--- config.mk ---
export PLATFORM = sky130hd
export DESIGN_NAME = draw_batch_binning
export DESIGN_NICKNAME = d
export VERILOG_FILES = /design/src/sv/dbb_pkg.sv /design/src/sv/dbb_front.sv /design/src/sv/dbb_back.sv /design/src/sv/draw_batch_binning.sv
export VERILOG_INCLUDE_DIRS = /design/src /design/src/sv
export SDC_FILE = /design/constraint.sdc
export NUM_CORES = 2
export LEC_CHECK = 0
export ABC_CLOCK_PERIOD_IN_PS = 14300
export BUFFER_PORTS_ARGS = -buffer_cell sky130_fd_sc_hd__buf_2
export CORE_UTILIZATION = 54
export CTS_CLUSTER_SIZE = 28
export DETAILED_ROUTE_END_ITERATION = 6
export PLACE_DENSITY_LB_ADDON = 0.3
export SYNTH_ARGS = -nofsm -noshare
export SYNTH_HDL_FRONTEND = slang
export SYNTH_SLANG_ARGS = --single-unit
--- constraint.sdc ---
create_clock -name clk -period 14.3 [get_ports clk]
set_clock_uncertainty 0.15 [all_clocks]
set_input_delay 1.43 -clock clk [delete_from_list [all_inputs] [get_ports clk]]
set_output_delay 1.43 -clock clk [all_outputs]
set_load 0.05 [all_outputs]
--- src/sv/draw_batch_binning_defines.svh ---
// assertion helpers for the draw batch binning block
`ifndef DRAW_BATCH_BINNING_DEFINES_SVH
`define DRAW_BATCH_BINNING_DEFINES_SVH

`ifndef SYNTHESIS

// same-cycle implication
`define DBB_ASSERT_IMPLIES(label, clk, rst_n, ante, cons) \
	label: assert property (@(posedge clk) disable iff (!rst_n) (ante) |-> (cons)) \
		else $error("dbb assertion failed");

// next-cycle implication
`define DBB_ASSERT_NEXT(label, clk, rst_n, ante, cons) \
	label: assert property (@(posedge clk) disable iff (!rst_n) (ante) |=> (cons)) \
		else $error("dbb assertion failed");

`else

`define DBB_ASSERT_IMPLIES(label, clk, rst_n, ante, cons)

`define DBB_ASSERT_NEXT(label, clk, rst_n, ante, cons)

`endif

`endif

--- src/sv/dbb_pkg.sv ---
package dbb_pkg;

	localparam int MAX_BATCHES_DEF  = 32;
	localparam int TEXTURE_BITS_DEF = 16;

	// field widths
	localparam int TAG_BITS   = 16;
	localparam int COLOR_BITS = 32;
	localparam int CHAN_BITS  = 8;
	localparam int NUM_CHAN   = COLOR_BITS / CHAN_BITS;
	localparam int TOL_BITS   = 8;
	localparam int CNT_BITS   = 16;
	localparam int SLOT_BITS  = 5;

	// stream widths
	localparam int S_TDATA_W = TAG_BITS + COLOR_BITS;
	localparam int M_TDATA_W = 24;
	localparam int M_TUSER_W = 2;

	// request kind carried on s_tuser
	localparam logic OP_CLEAR = 1'b1;

	localparam logic [TOL_BITS-1:0] TOL_RESET = 8'd30;
	localparam logic [CNT_BITS-1:0] VTX_LIMIT = 16'd65531;
	localparam logic [CNT_BITS-1:0] IDX_LIMIT = 16'd65529;
	localparam logic [CNT_BITS-1:0] VTX_STEP  = 16'd4;
	localparam logic [CNT_BITS-1:0] IDX_STEP  = 16'd6;

	// depth of the queue between front and back
	localparam int Q_DEPTH = 2;

	typedef enum logic [1:0] {
		ST_IDLE,
		ST_SCAN,
		ST_DONE
	} state_t;

	typedef struct packed {
		logic                 table_full;
		logic                 opened_new;
		logic [CNT_BITS-1:0]  vtx_base;
		logic [SLOT_BITS-1:0] batch_slot;
	} res_t;

	function automatic logic colors_close(
		input logic [COLOR_BITS-1:0] a,
		input logic [COLOR_BITS-1:0] b,
		input logic [TOL_BITS-1:0]   tol
	);
		logic                 ok;
		logic [CHAN_BITS-1:0] ca;
		logic [CHAN_BITS-1:0] cb;
		logic [CHAN_BITS-1:0] d;
		ok = 1'b1;
		for (int c = 0; c < NUM_CHAN; c++) begin
			ca = a[c*CHAN_BITS +: CHAN_BITS];
			cb = b[c*CHAN_BITS +: CHAN_BITS];
			d  = (ca > cb) ? ca - cb : cb - ca;
			if (d > tol) begin
				ok = 1'b0;
			end
		end
		return ok;
	endfunction

endpackage

--- src/sv/dbb_front.sv ---
module dbb_front
	import dbb_pkg::*;
#(
	parameter int TEXTURE_BITS = TEXTURE_BITS_DEF
) (
	input  logic                    clk,
	input  logic                    arst_n,
	input  logic                    s_tvalid,
	output logic                    s_tready,
	input  logic [S_TDATA_W-1:0]    s_tdata,
	input  logic                    s_tuser,
	output logic                    q_valid,
	output logic                    q_clear,
	output logic [TEXTURE_BITS-1:0] q_tex,
	output logic [COLOR_BITS-1:0]   q_color,
	input  logic                    q_pop
);

	localparam int QPW = $clog2(Q_DEPTH);
	localparam int QCW = $clog2(Q_DEPTH + 1);
	localparam logic [QCW-1:0] Q_FULL = QCW'(Q_DEPTH);

	logic [TEXTURE_BITS+TAG_BITS-1:0] tag_ext;
	logic                             push;

	logic                    ent_clear_q [Q_DEPTH];
	logic [TEXTURE_BITS-1:0] ent_tex_q   [Q_DEPTH];
	logic [COLOR_BITS-1:0]   ent_color_q [Q_DEPTH];
	logic [QPW-1:0]          wr_ptr_q;
	logic [QPW-1:0]          rd_ptr_q;
	logic [QCW-1:0]          cnt_q;

	// only the low texture bits take part in matching
	assign tag_ext = {{TEXTURE_BITS{1'b0}}, s_tdata[TAG_BITS-1:0]};

	assign s_tready = (cnt_q != Q_FULL);
	assign push     = s_tvalid && s_tready;

	assign q_valid = (cnt_q != '0);
	assign q_clear = ent_clear_q[rd_ptr_q];
	assign q_tex   = ent_tex_q[rd_ptr_q];
	assign q_color = ent_color_q[rd_ptr_q];

	always_ff @(posedge clk) begin
		if (push) begin
			ent_clear_q[wr_ptr_q] <= (s_tuser == OP_CLEAR);
			ent_tex_q[wr_ptr_q]   <= tag_ext[TEXTURE_BITS-1:0];
			ent_color_q[wr_ptr_q] <= s_tdata[TAG_BITS +: COLOR_BITS];
		end
	end

	always_ff @(posedge clk or negedge arst_n) begin
		if (!arst_n) begin
			wr_ptr_q <= '0;
			rd_ptr_q <= '0;
			cnt_q    <= '0;
		end else begin
			if (push) begin
				wr_ptr_q <= wr_ptr_q + 1'b1;
			end
			if (q_pop) begin
				rd_ptr_q <= rd_ptr_q + 1'b1;
			end
			case ({push, q_pop})
				2'b10:   cnt_q <= cnt_q + 1'b1;
				2'b01:   cnt_q <= cnt_q - 1'b1;
				default: cnt_q <= cnt_q;
			endcase
		end
	end

endmodule

--- src/sv/dbb_back.sv ---
`include "draw_batch_binning_defines.svh"

module dbb_back
	import dbb_pkg::*;
#(
	parameter int MAX_BATCHES  = MAX_BATCHES_DEF,
	parameter int TEXTURE_BITS = TEXTURE_BITS_DEF
) (
	input  logic                    clk,
	input  logic                    arst_n,
	input  logic [TOL_BITS-1:0]     tolerance,
	input  logic                    q_valid,
	input  logic                    q_clear,
	input  logic [TEXTURE_BITS-1:0] q_tex,
	input  logic [COLOR_BITS-1:0]   q_color,
	output logic                    q_pop,
	output logic                    out_valid,
	input  logic                    out_ready,
	output res_t                    out_res
);

	localparam int SW = $clog2(MAX_BATCHES);
	localparam int CW = $clog2(MAX_BATCHES + 1);
	localparam int EW = TEXTURE_BITS + COLOR_BITS + 2 * CNT_BITS;
	localparam logic [CW-1:0] MAX_CNT = CW'(MAX_BATCHES);

	state_t state_q, state_d;

	logic [CW-1:0]           open_count_q;
	logic                    more_q;
	logic                    cmp_vld_q;
	logic                    out_valid_q;
	logic [TEXTURE_BITS-1:0] tex_q;
	logic [COLOR_BITS-1:0]   color_q;
	logic [SW-1:0]           idx_q;
	logic [SW-1:0]           cmp_idx_q;
	logic [EW-1:0]           rdata_q;
	res_t                    res_q;
	res_t                    out_res_q;

	// batch table: {texture, first color, index count, vertex count}
	logic [EW-1:0] mem_q [MAX_BATCHES];

	logic                    rd_en;
	logic                    wr_en;
	logic [SW-1:0]           wr_addr;
	logic [EW-1:0]           wr_data;
	logic                    out_load;
	logic [CNT_BITS-1:0]     rd_vcnt;
	logic [CNT_BITS-1:0]     rd_icnt;
	logic [COLOR_BITS-1:0]   rd_color;
	logic [TEXTURE_BITS-1:0] rd_tex;
	logic                    hit;
	logic                    tbl_full;
	logic [SW-1:0]           new_slot;
	logic [CW-1:0]           oc_m1;
	logic [SW+SLOT_BITS-1:0] hit_ext;
	logic [SW+SLOT_BITS-1:0] new_ext;

	assign rd_vcnt  = rdata_q[CNT_BITS-1:0];
	assign rd_icnt  = rdata_q[2*CNT_BITS-1:CNT_BITS];
	assign rd_color = rdata_q[2*CNT_BITS +: COLOR_BITS];
	assign rd_tex   = rdata_q[EW-1 -: TEXTURE_BITS];

	assign hit = cmp_vld_q && (rd_tex == tex_q) && (rd_vcnt < VTX_LIMIT) &&
		(rd_icnt < IDX_LIMIT) && colors_close(rd_color, color_q, tolerance);

	assign tbl_full = (open_count_q == MAX_CNT);
	assign new_slot = open_count_q[SW-1:0];
	assign oc_m1    = open_count_q - 1'b1;

	// slot numbers are reported in five bits
	assign hit_ext = {{SLOT_BITS{1'b0}}, cmp_idx_q};
	assign new_ext = {{SLOT_BITS{1'b0}}, new_slot};

	always_comb begin
		state_d  = state_q;
		q_pop    = 1'b0;
		rd_en    = 1'b0;
		wr_en    = 1'b0;
		out_load = 1'b0;
		wr_addr  = new_slot;
		wr_data  = {tex_q, color_q, IDX_STEP, VTX_STEP};
		unique case (state_q)
			ST_IDLE: begin
				if (q_valid) begin
					q_pop   = 1'b1;
					state_d = q_clear ? ST_DONE : ST_SCAN;
				end
			end
			ST_SCAN: begin
				rd_en = more_q && !hit;
				if (hit) begin
					wr_en   = 1'b1;
					wr_addr = cmp_idx_q;
					wr_data = {tex_q, rd_color, rd_icnt + IDX_STEP, rd_vcnt + VTX_STEP};
					state_d = ST_DONE;
				end else if (!more_q) begin
					// nothing matched: open a slot unless the table is full
					wr_en   = !tbl_full;
					state_d = ST_DONE;
				end
			end
			ST_DONE: begin
				if (!out_valid_q || out_ready) begin
					out_load = 1'b1;
					state_d  = ST_IDLE;
				end
			end
			default: state_d = ST_IDLE;
		endcase
	end

	always_ff @(posedge clk or negedge arst_n) begin
		if (!arst_n) begin
			state_q <= ST_IDLE;
		end else begin
			state_q <= state_d;
		end
	end

	always_ff @(posedge clk or negedge arst_n) begin
		if (!arst_n) begin
			open_count_q <= '0;
			more_q       <= 1'b0;
			cmp_vld_q    <= 1'b0;
			out_valid_q  <= 1'b0;
		end else begin
			if (q_pop) begin
				cmp_vld_q <= 1'b0;
				if (q_clear) begin
					open_count_q <= '0;
				end else begin
					more_q <= (open_count_q != '0);
				end
			end
			if (state_q == ST_SCAN) begin
				cmp_vld_q <= more_q;
				if (!hit && !more_q && !tbl_full) begin
					open_count_q <= open_count_q + 1'b1;
				end
				// oldest slot read or search finished
				if (idx_q == '0 || state_d == ST_DONE) begin
					more_q <= 1'b0;
				end
			end
			if (out_load) begin
				out_valid_q <= 1'b1;
			end else if (out_ready) begin
				out_valid_q <= 1'b0;
			end
		end
	end

	always_ff @(posedge clk) begin
		if (q_pop) begin
			tex_q   <= q_tex;
			color_q <= q_color;
			idx_q   <= oc_m1[SW-1:0];
			res_q   <= '0;
		end
		if (state_q == ST_SCAN) begin
			if (more_q) begin
				cmp_idx_q <= idx_q;
				idx_q     <= idx_q - 1'b1;
			end
			if (hit) begin
				res_q.batch_slot <= hit_ext[SLOT_BITS-1:0];
				res_q.vtx_base   <= rd_vcnt;
				res_q.opened_new <= 1'b0;
				res_q.table_full <= 1'b0;
			end else if (!more_q) begin
				res_q.batch_slot <= tbl_full ? '0 : new_ext[SLOT_BITS-1:0];
				res_q.vtx_base   <= '0;
				res_q.opened_new <= !tbl_full;
				res_q.table_full <= tbl_full;
			end
		end
		if (out_load) begin
			out_res_q <= res_q;
		end
	end

	// single-port table: one write or one registered read per cycle
	always_ff @(posedge clk) begin
		if (wr_en) begin
			mem_q[wr_addr] <= wr_data;
		end
		if (rd_en) begin
			rdata_q <= mem_q[idx_q];
		end
	end

	assign out_valid = out_valid_q;
	assign out_res   = out_res_q;

	`DBB_ASSERT_IMPLIES(a_scan_in_range, clk, arst_n, (state_q == ST_SCAN) && more_q,
		idx_q < open_count_q)
	`DBB_ASSERT_NEXT(a_open_grows, clk, arst_n,
		(state_q == ST_SCAN) && !hit && !more_q && !tbl_full,
		open_count_q == $past(open_count_q) + 1'b1)
	`DBB_ASSERT_IMPLIES(a_full_drop, clk, arst_n, out_load && res_q.table_full, tbl_full)
	`DBB_ASSERT_IMPLIES(a_out_from_done, clk, arst_n, $rose(out_valid_q),
		$past(state_q) == ST_DONE)

endmodule

--- src/sv/draw_batch_binning.sv ---
// channel  | dir | valid/ready        | payload
// config   | in  | cfg_wr_en          | cfg_wr_data = match tolerance
// request  | in  | s_tvalid/s_tready  | s_tdata = texture_tag, quad_color; s_tuser = op
// result   | out | m_tvalid/m_tready  | m_tdata = batch_slot, vtx_base; m_tuser = flags
//
// a quad visits the batches starting from the newest one;
// the single-port batch table is walked one slot per cycle
// a clear request skips the table search
// reset empties the queue and the open count; table entries are written when a batch opens or grows
// a two-entry queue keeps taking requests while the search runs or a result waits
module draw_batch_binning
	import dbb_pkg::*;
#(
	parameter int MAX_BATCHES  = MAX_BATCHES_DEF,
	parameter int TEXTURE_BITS = TEXTURE_BITS_DEF
) (
	input  logic                 clk,
	input  logic                 arst_n,
	input  logic                 cfg_wr_en,
	input  logic [TOL_BITS-1:0]  cfg_wr_data,
	input  logic                 s_tvalid,
	output logic                 s_tready,
	input  logic [S_TDATA_W-1:0] s_tdata,  // texture_tag, quad_color
	input  logic                 s_tuser,  // op
	output logic                 m_tvalid,
	input  logic                 m_tready,
	output logic [M_TDATA_W-1:0] m_tdata,  // batch_slot, vtx_base, zero fill
	output logic [M_TUSER_W-1:0] m_tuser   // opened_new, table_full
);

	logic [TOL_BITS-1:0]     tol_q;
	logic                    q_valid;
	logic                    q_clear;
	logic [TEXTURE_BITS-1:0] q_tex;
	logic [COLOR_BITS-1:0]   q_color;
	logic                    q_pop;
	res_t                    res;

	always_ff @(posedge clk or negedge arst_n) begin
		if (!arst_n) begin
			tol_q <= TOL_RESET;
		end else if (cfg_wr_en) begin
			tol_q <= cfg_wr_data;
		end
	end

	dbb_front #(
		.TEXTURE_BITS(TEXTURE_BITS)
	) u_front (
		.clk     (clk),
		.arst_n  (arst_n),
		.s_tvalid(s_tvalid),
		.s_tready(s_tready),
		.s_tdata (s_tdata),
		.s_tuser (s_tuser),
		.q_valid (q_valid),
		.q_clear (q_clear),
		.q_tex   (q_tex),
		.q_color (q_color),
		.q_pop   (q_pop)
	);

	dbb_back #(
		.MAX_BATCHES (MAX_BATCHES),
		.TEXTURE_BITS(TEXTURE_BITS)
	) u_back (
		.clk      (clk),
		.arst_n   (arst_n),
		.tolerance(tol_q),
		.q_valid  (q_valid),
		.q_clear  (q_clear),
		.q_tex    (q_tex),
		.q_color  (q_color),
		.q_pop    (q_pop),
		.out_valid(m_tvalid),
		.out_ready(m_tready),
		.out_res  (res)
	);

	assign m_tdata = {{(M_TDATA_W - SLOT_BITS - CNT_BITS){1'b0}}, res.vtx_base, res.batch_slot};
	assign m_tuser = {res.table_full, res.opened_new};

endmodule

# After elaboration in Yosys (flattened, before gate mapping)
# Memory sizes are Yosys's and may differ from the RTL's. A register that Yosys moved wholly into a read port is not among the register bits.
# Index checks and enable logic that the tools add are counted.
[totals]
memories = 4
inputBits = 62
ramBits = 2658
regBits = 79
[op_classes]
n_mux = 51
n_eq_ne = 8
n_reduce_logical = 22
order_cmp = 10
add_sub_neg = 17
[mem_list]
columns = ["name", "depth", "word_bits", "read_ports", "rd_clocked_by_memory_dff", "wr", "line", "source"]
rows = [
  ["u_back.mem_q", 32, 80, 1, 1, 1, "dbb_back.sv:42", "logic [EW-1:0] mem_q [MAX_BATCHES];"],
  ["u_front.ent_color_q", 2, 32, 1, 1, 1, "dbb_front.sv:28", "logic [COLOR_BITS-1:0] ent_color_q [Q_DEPTH];"],
  ["u_front.ent_tex_q", 2, 16, 1, 1, 1, "dbb_front.sv:27", "logic [TEXTURE_BITS-1:0] ent_tex_q [Q_DEPTH];"],
  ["u_front.ent_clear_q", 2, 1, 1, 0, 1, "dbb_front.sv:26", "logic ent_clear_q [Q_DEPTH];"],
]
[ops]
columns = ["cell", "count"]
rows = [
  ["two-way mux 64 bit", 2],
  ["two-way mux 23 bit", 4],
  ["> comparator 8 bit", 8],
  ["subtractor 8 bit", 8],
  ["adder 16 x 3 -> 16 bit (second input constant)", 2],
  ["< comparator 16 bit (second input constant)", 2],
  ["two-way mux 8 bit", 4],
  ["two-way mux 5 bit", 6],
  ["two-way mux 1 bit", 24],
  ["two-way mux 6 bit", 4],
  ["== test 16 bit", 1],
  ["two-way mux 2 bit", 5],
  ["subtractor 5 x 1 -> 5 bit (second input constant)", 2],
  ["logical AND 1 bit", 8],
  ["nonzero test 2 bit", 4],
  ["adder 6 x 1 -> 6 bit (second input constant)", 1],
  ["== test 2 bit (second input constant)", 3],
  ["== test 6 bit (second input constant)", 1],
  ["one-hot mux 2 bit (3 select lines)", 1],
  ["nonzero test 6 bit", 1],
  ["zero test 5 bit", 1],
  ["== test 2 x 1 -> 1 bit (second input constant)", 2],
  ["zero test 1 bit", 4],
  ["one-hot mux 2 bit (2 select lines)", 1],
  ["other kinds (7)", 9],
]

# Depth between registers and ports, before layout
[logic_depth]
word_depth = 14
mapped_depth = 24

# Modules after synthesis
# A second synthesis with hierarchy kept.
[unflattened]
hier_cells = 4933
hier_area_um2 = 112405.3
[by_module_without_submodules]
columns = ["module", "area_per_inst_um2", "cells_each", "n_inst", "seq_area_each_um2"]
rows = [
  ["dbb_back", 108066.1, 4743, 1, 82394.0],
  ["dbb_front", 3976.3, 169, 1, 3042.9],
  ["draw_batch_binning", 362.8, 21, 1, 205.2],
]

# Worst setup path after synthesis
# Ideal clock, no wire load.
[synth_path]
path_kind = "register -> register"
startpoint = "register u_back.rdata_q[48] (read register of u_back.mem_q)"
endpoint = "memory u_back.mem_q[0][0] (netlist bit), enable pin"
setup_time_ns = 0.636
arrival_ns = 9.930
path_slack_ns = 3.584
stages_incl_launch_ff = 22
synth_period_minus_slack_ns = 10.716
path_buffers = 2
path_cell_list = "edfxtp_1 -> inv_1 -> ha_1 -> inv_1 -> fa_1 -> nand3_1 -> a21oi_1 -> o32ai_1 -> buf_2 -> mux2_2 -> o21ai_0 -> a21oi_1 -> o21ai_0 -> xnor2_1 -> ha_1 -> nand4_1 -> nor2_1 -> o31ai_2 -> nor4_4 -> and2_4 -> buf_2 -> o31ai_1"
[synth_via]
elab_chain_cells = 10
elab_cells_between_ends = 14
[synth_lines]
columns = ["element", "line", "source"]
rows = [
  ["start: declaration", "dbb_back.sv:37", "logic [EW-1:0] rdata_q;"],
  ["subtractor 8 bit / > comparator 8 bit (equally long branches)", "dbb_pkg.sv:58", "d = (ca > cb) ? ca - cb : cb - ca;"],
  ["two-way mux 8 bit *", "dbb_pkg.sv:58", ""],
  ["> comparator 8 bit *", "dbb_pkg.sv:59", "if (d > tol) begin"],
  ["two-way mux 1 bit * (2 in a row)", "dbb_pkg.sv:59", ""],
  ["logical AND 1 bit *", "dbb_back.sv:66", "(rd_icnt < IDX_LIMIT) && colors_close(rd_color, color_q, tolerance);"],
  ["two-way mux 1 bit", "dbb_back.sv:93", "if (hit) begin"],
  ["two-way mux 1 bit", "dbb_back.sv:84", "unique case (state_q)"],
  ["two-way mux 1 bit", "dbb_back.sv:186", "if (wr_en) begin"],
  ["two-way mux 1 bit (implied by the code)", "dbb_back.sv:187", "mem_q[wr_addr] <= wr_data;"],
  ["end: declaration", "dbb_back.sv:42", ""],
]
# Mark *: on every way between the ends. The rest lies on a longest branch, timed or not.

# Worst setup path in the final report
[layout_path]
startpoint = "register u_back.rdata_q[48] (read register of u_back.mem_q)"
endpoint = "memory u_back.mem_q[29][54] (netlist bit), enable pin"
# The elaborated chain is that of the path after synthesis.

==> results.txt <==
post_cts resized - 0
status - completed
CTS Buf Count - 300
Setup crit start kind - register
global-route wire length before repair - 378000 um
# setup viols final - 0
clock insertion delay at the later pin of the skew report - 0.94 ns
RSZ-0062 raised after global routing - false
FF-to-FF End - u_back.mem_q[29][54]
vias after detailed routing - 52700
setup total negative slack - 0 ns
# DRC - 0
min-delay src - u_back.res_q[6]
Clock Sinks - 2865
crit path kind - register to register
Slew Limit Fails - 0
Tmin final - 8.64 ns
GPL Wtd Cong - 0.870
grt total ovfl - 0
clk buf depth - 4
Power Total - 24500 uW
Hold Path Class - register to register
share of cells above drive strength 1 - 30.7%
Antenna Nets Post-Route - 0
largest net degree at the start of global routing - 151
CP required - 14.68 ns
core area - 207000 sq um
final hold viol count - 0
DP Worst Slack - 5.73 ns
CP bufs+invs - 6
Die X - 458 um
Area Growth Syn to Fin - 12.2%
worst hold stages - 0
number of detailed-route iterations in the first pass - 5
utilization after layout - 60.9%
die area - 210000 sq um
fmax - 0.116 GHz
Worst path slowest cell - buf_4
register area share after synthesis - 76.3%
Reg2Reg Depth - 23
number of global-route vias before repair - 53800
Initial DRC Count - 6129
most frequent cells in the layout - 2814 x edfxtp_1, 800 x mux4_2, 307 x clkbuf_16, 137 x buf_4, 136 x mux2_2
Yosys cell types - 75
crit path cell chain - inv_1 > ha_1 > inv_1 > fa_1 > nand3_1 > a21oi_1 > o32ai_2 > mux2_2 > o21ai_0 > a21oi_1 > o21ai_0 > xnor2_1 > ha_1 > nand4_1 > nor2_1 > o31ai_2 > or4_4 > buf_4 > buf_4 > nand2_1 > o21ai_4 > buf_4 > buf_4
period utilisation layout - 60.4%
r2r setup slk - 5.66 ns
total setup buffers inserted after CTS - 0
slew of the pin with the lowest slew margin - 1.34 ns
Tot GR Track Use - 25.2%
H-Tree Depth - 5
Top delay family on crit path - buffers and inverters
Post-synth EDFFs - 2814
Cell Area, Synth - 112000 sq um
CTS tree - done
crit-path max FO - 47
critical path arrival - 9.02 ns
hold-fix buffers at CTS - 0
WL final - 262000 um
pwr dens - 195 nW/um^2
max_slew headroom - 10.4%
Synth Register Bits - 2865
Min Hold Slack - 0.284 ns
initial antenna violation count - 5
Gate Count Post-Synth - 4938
Initial Util - 54.3%
Async SR Flop Fraction - 0.803%
IR drop worst, VDD - 0.169 mV
reg2reg start - u_back.rdata_q[48]
detailed placement HPWL - 133000 um
num rows - 167
via density per instance - 6.46
most common library cell in the layout ignoring fill and taps - edfxtp_1
Pleak - 0.0427 uW
CP endpoint kind - register
I/O pin total - 90
Clock transition at path regs - 0.06 ns
yosys warns - 0
WL/cell - 32.1 um
die height - 458 um
Synth Area per Inst - 22.7 sq um
Nets - 5399
min setup slack post-route - 5.66 ns
Root Buffer - clkbuf_16
Crit path top cell by count - buf_4
max-cap viol count - 0
Min-Delay Endpoint - u_back.out_res[6]
Most used DFF post-synth - edfxtp_1
Port-buffer cells - 86
CP max stage delay - 0.91 ns
==> worst reg2reg max path, stage by stage, from the launching register on <==
cell      delay [ns]
edfxtp_1        0.41
inv_1           0.12
ha_1            0.16
inv_1           0.06
fa_1            0.40
nand3_1         0.11
a21oi_1         0.08
o32ai_2         0.83
mux2_2          0.41
o21ai_0         0.23
a21oi_1         0.14
o21ai_0         0.23
xnor2_1         0.16
ha_1            0.26
nand4_1         0.16
nor2_1          0.08
o31ai_2         0.57
or4_4           0.60
buf_4           0.51
buf_4           0.62
nand2_1         0.22
o21ai_4         0.10
buf_4           0.63
buf_4           0.93
==> power by group <==
part	internal, uW	leakage [uW]	total [uW]	switching, uW
Sequential	10300	0.0280	10800	480
Clock	4330	0.00452	7440	3100
Combinational	2760	0.0102	6300	3530
==> cells in the mapped netlist (7+ instances only) <==
library cell  count  share of area [%]
edfxtp_1       2814                 75
mux4_2          800                 16
clkbuf_1        175               0.58
mux2_2          136                1.4
nand2_1         126               0.42
inv_1           101               0.34
ha_1            100                1.1
o21ai_0          84               0.37
nor2_1           60               0.20
xnor2_1          37               0.29
xor2_1           37               0.29
buf_2            34               0.15
a21oi_1          33               0.15
nand3_1          29               0.13
dfxtp_1          28               0.50
mux2i_1          26               0.23
buf_1            25              0.084
nand4_1          21               0.12
a21o_1           19               0.13
dfrtp_1          19               0.42
nor2_4           18               0.18
a22o_1           15               0.12
nor2b_1          15              0.084
and3_1           14              0.078
nand3b_1         14              0.094
o31ai_1          11              0.074
nor3_1            9              0.040
fa_1              8               0.14
nand2b_1          8              0.045
a211oi_1          7              0.047
o21a_1            7              0.047
==> routing by layer <==
metal  up-vias  wire length [um]  part of all wire, %  GRT usage, %
li1      21300                 -                    -             -
met1     28400            102000                   39          34.6
met2      2512            130000                   50          41.0
met3       450             21000                  8.0          4.58
met4         0              8660                  3.3          8.48
met5         -                 0                    0             0
==> flip-flops by register name, indices dropped and copies added (netlist names) <==
name	count
u_back.mem_q	2560
u_back.rdata_q	80
u_front.ent_color_q	64
u_back.color_q	32
u_front.ent_tex_q	32
u_back.out_res	23
u_back.res_q	23
u_back.tex_q	16
tol_q	8
u_back.open_count_q	6
u_back.cmp_idx_q	5
u_back.idx_q	5
u_back.state_q	2
u_front.cnt_q	2
u_front.ent_clear_q	2
u_back.cmp_vld_q	1
u_back.more_q	1
u_back.out_valid	1
u_front.rd_ptr_q	1
u_front.wr_ptr_q	1
==> per-stage QoR <==
step | instances | cell area (sq um)
floorplan | 4940 | 112000
global placement | 7631 | 117000
detailed placement | 7631 | 117000
CTS | 8154 | 126000
global route | 8155 | 126000
finish | 8156 | 126000
==> how the worst max path moves through the flow <==
stage,from,cells past startpoint,end
6_report,u_back.rdata_q[48],23,u_back.mem_q[29][54]
5_1_grt,u_back.rdata_q[48],23,u_back.mem_q[27][60]
4_1_cts,u_back.rdata_q[48],23,u_back.mem_q[27][60]
3_5_place_dp,u_back.rdata_q[48],23,u_back.mem_q[10][79]
3_3_place_gp,u_back.rdata_q[48],23,u_back.mem_q[10][56]
2_1_floorplan,u_back.rdata_q[48],21,u_back.mem_q[0][0]
==> layout make-up <==
cell class / instances / area [sq um]
Antenna cell: 2 / 5.00
Clock buffer: 392 / 8070
Clock inverter: 131 / 1180
Fill cell: 13900 / 80800
Inverter: 102 / 384
Multi-Input combinational cell: 1730 / 25800
Sequential cell: 2865 / 85700
Tap cell: 2704 / 3380
Timing Repair Buffer: 230 / 1600
==> logic make-up after synthesis <==
family	share of synthesized area, %
other cells	0.00334
fa+ha+maj	1.26
simple gates	1.66
mux	17.6
xor+xnor	0.577
compound gates	1.35
flops	76.3
buf+inv	1.26
Note: power is estimated with default switching activity, not from simulation.
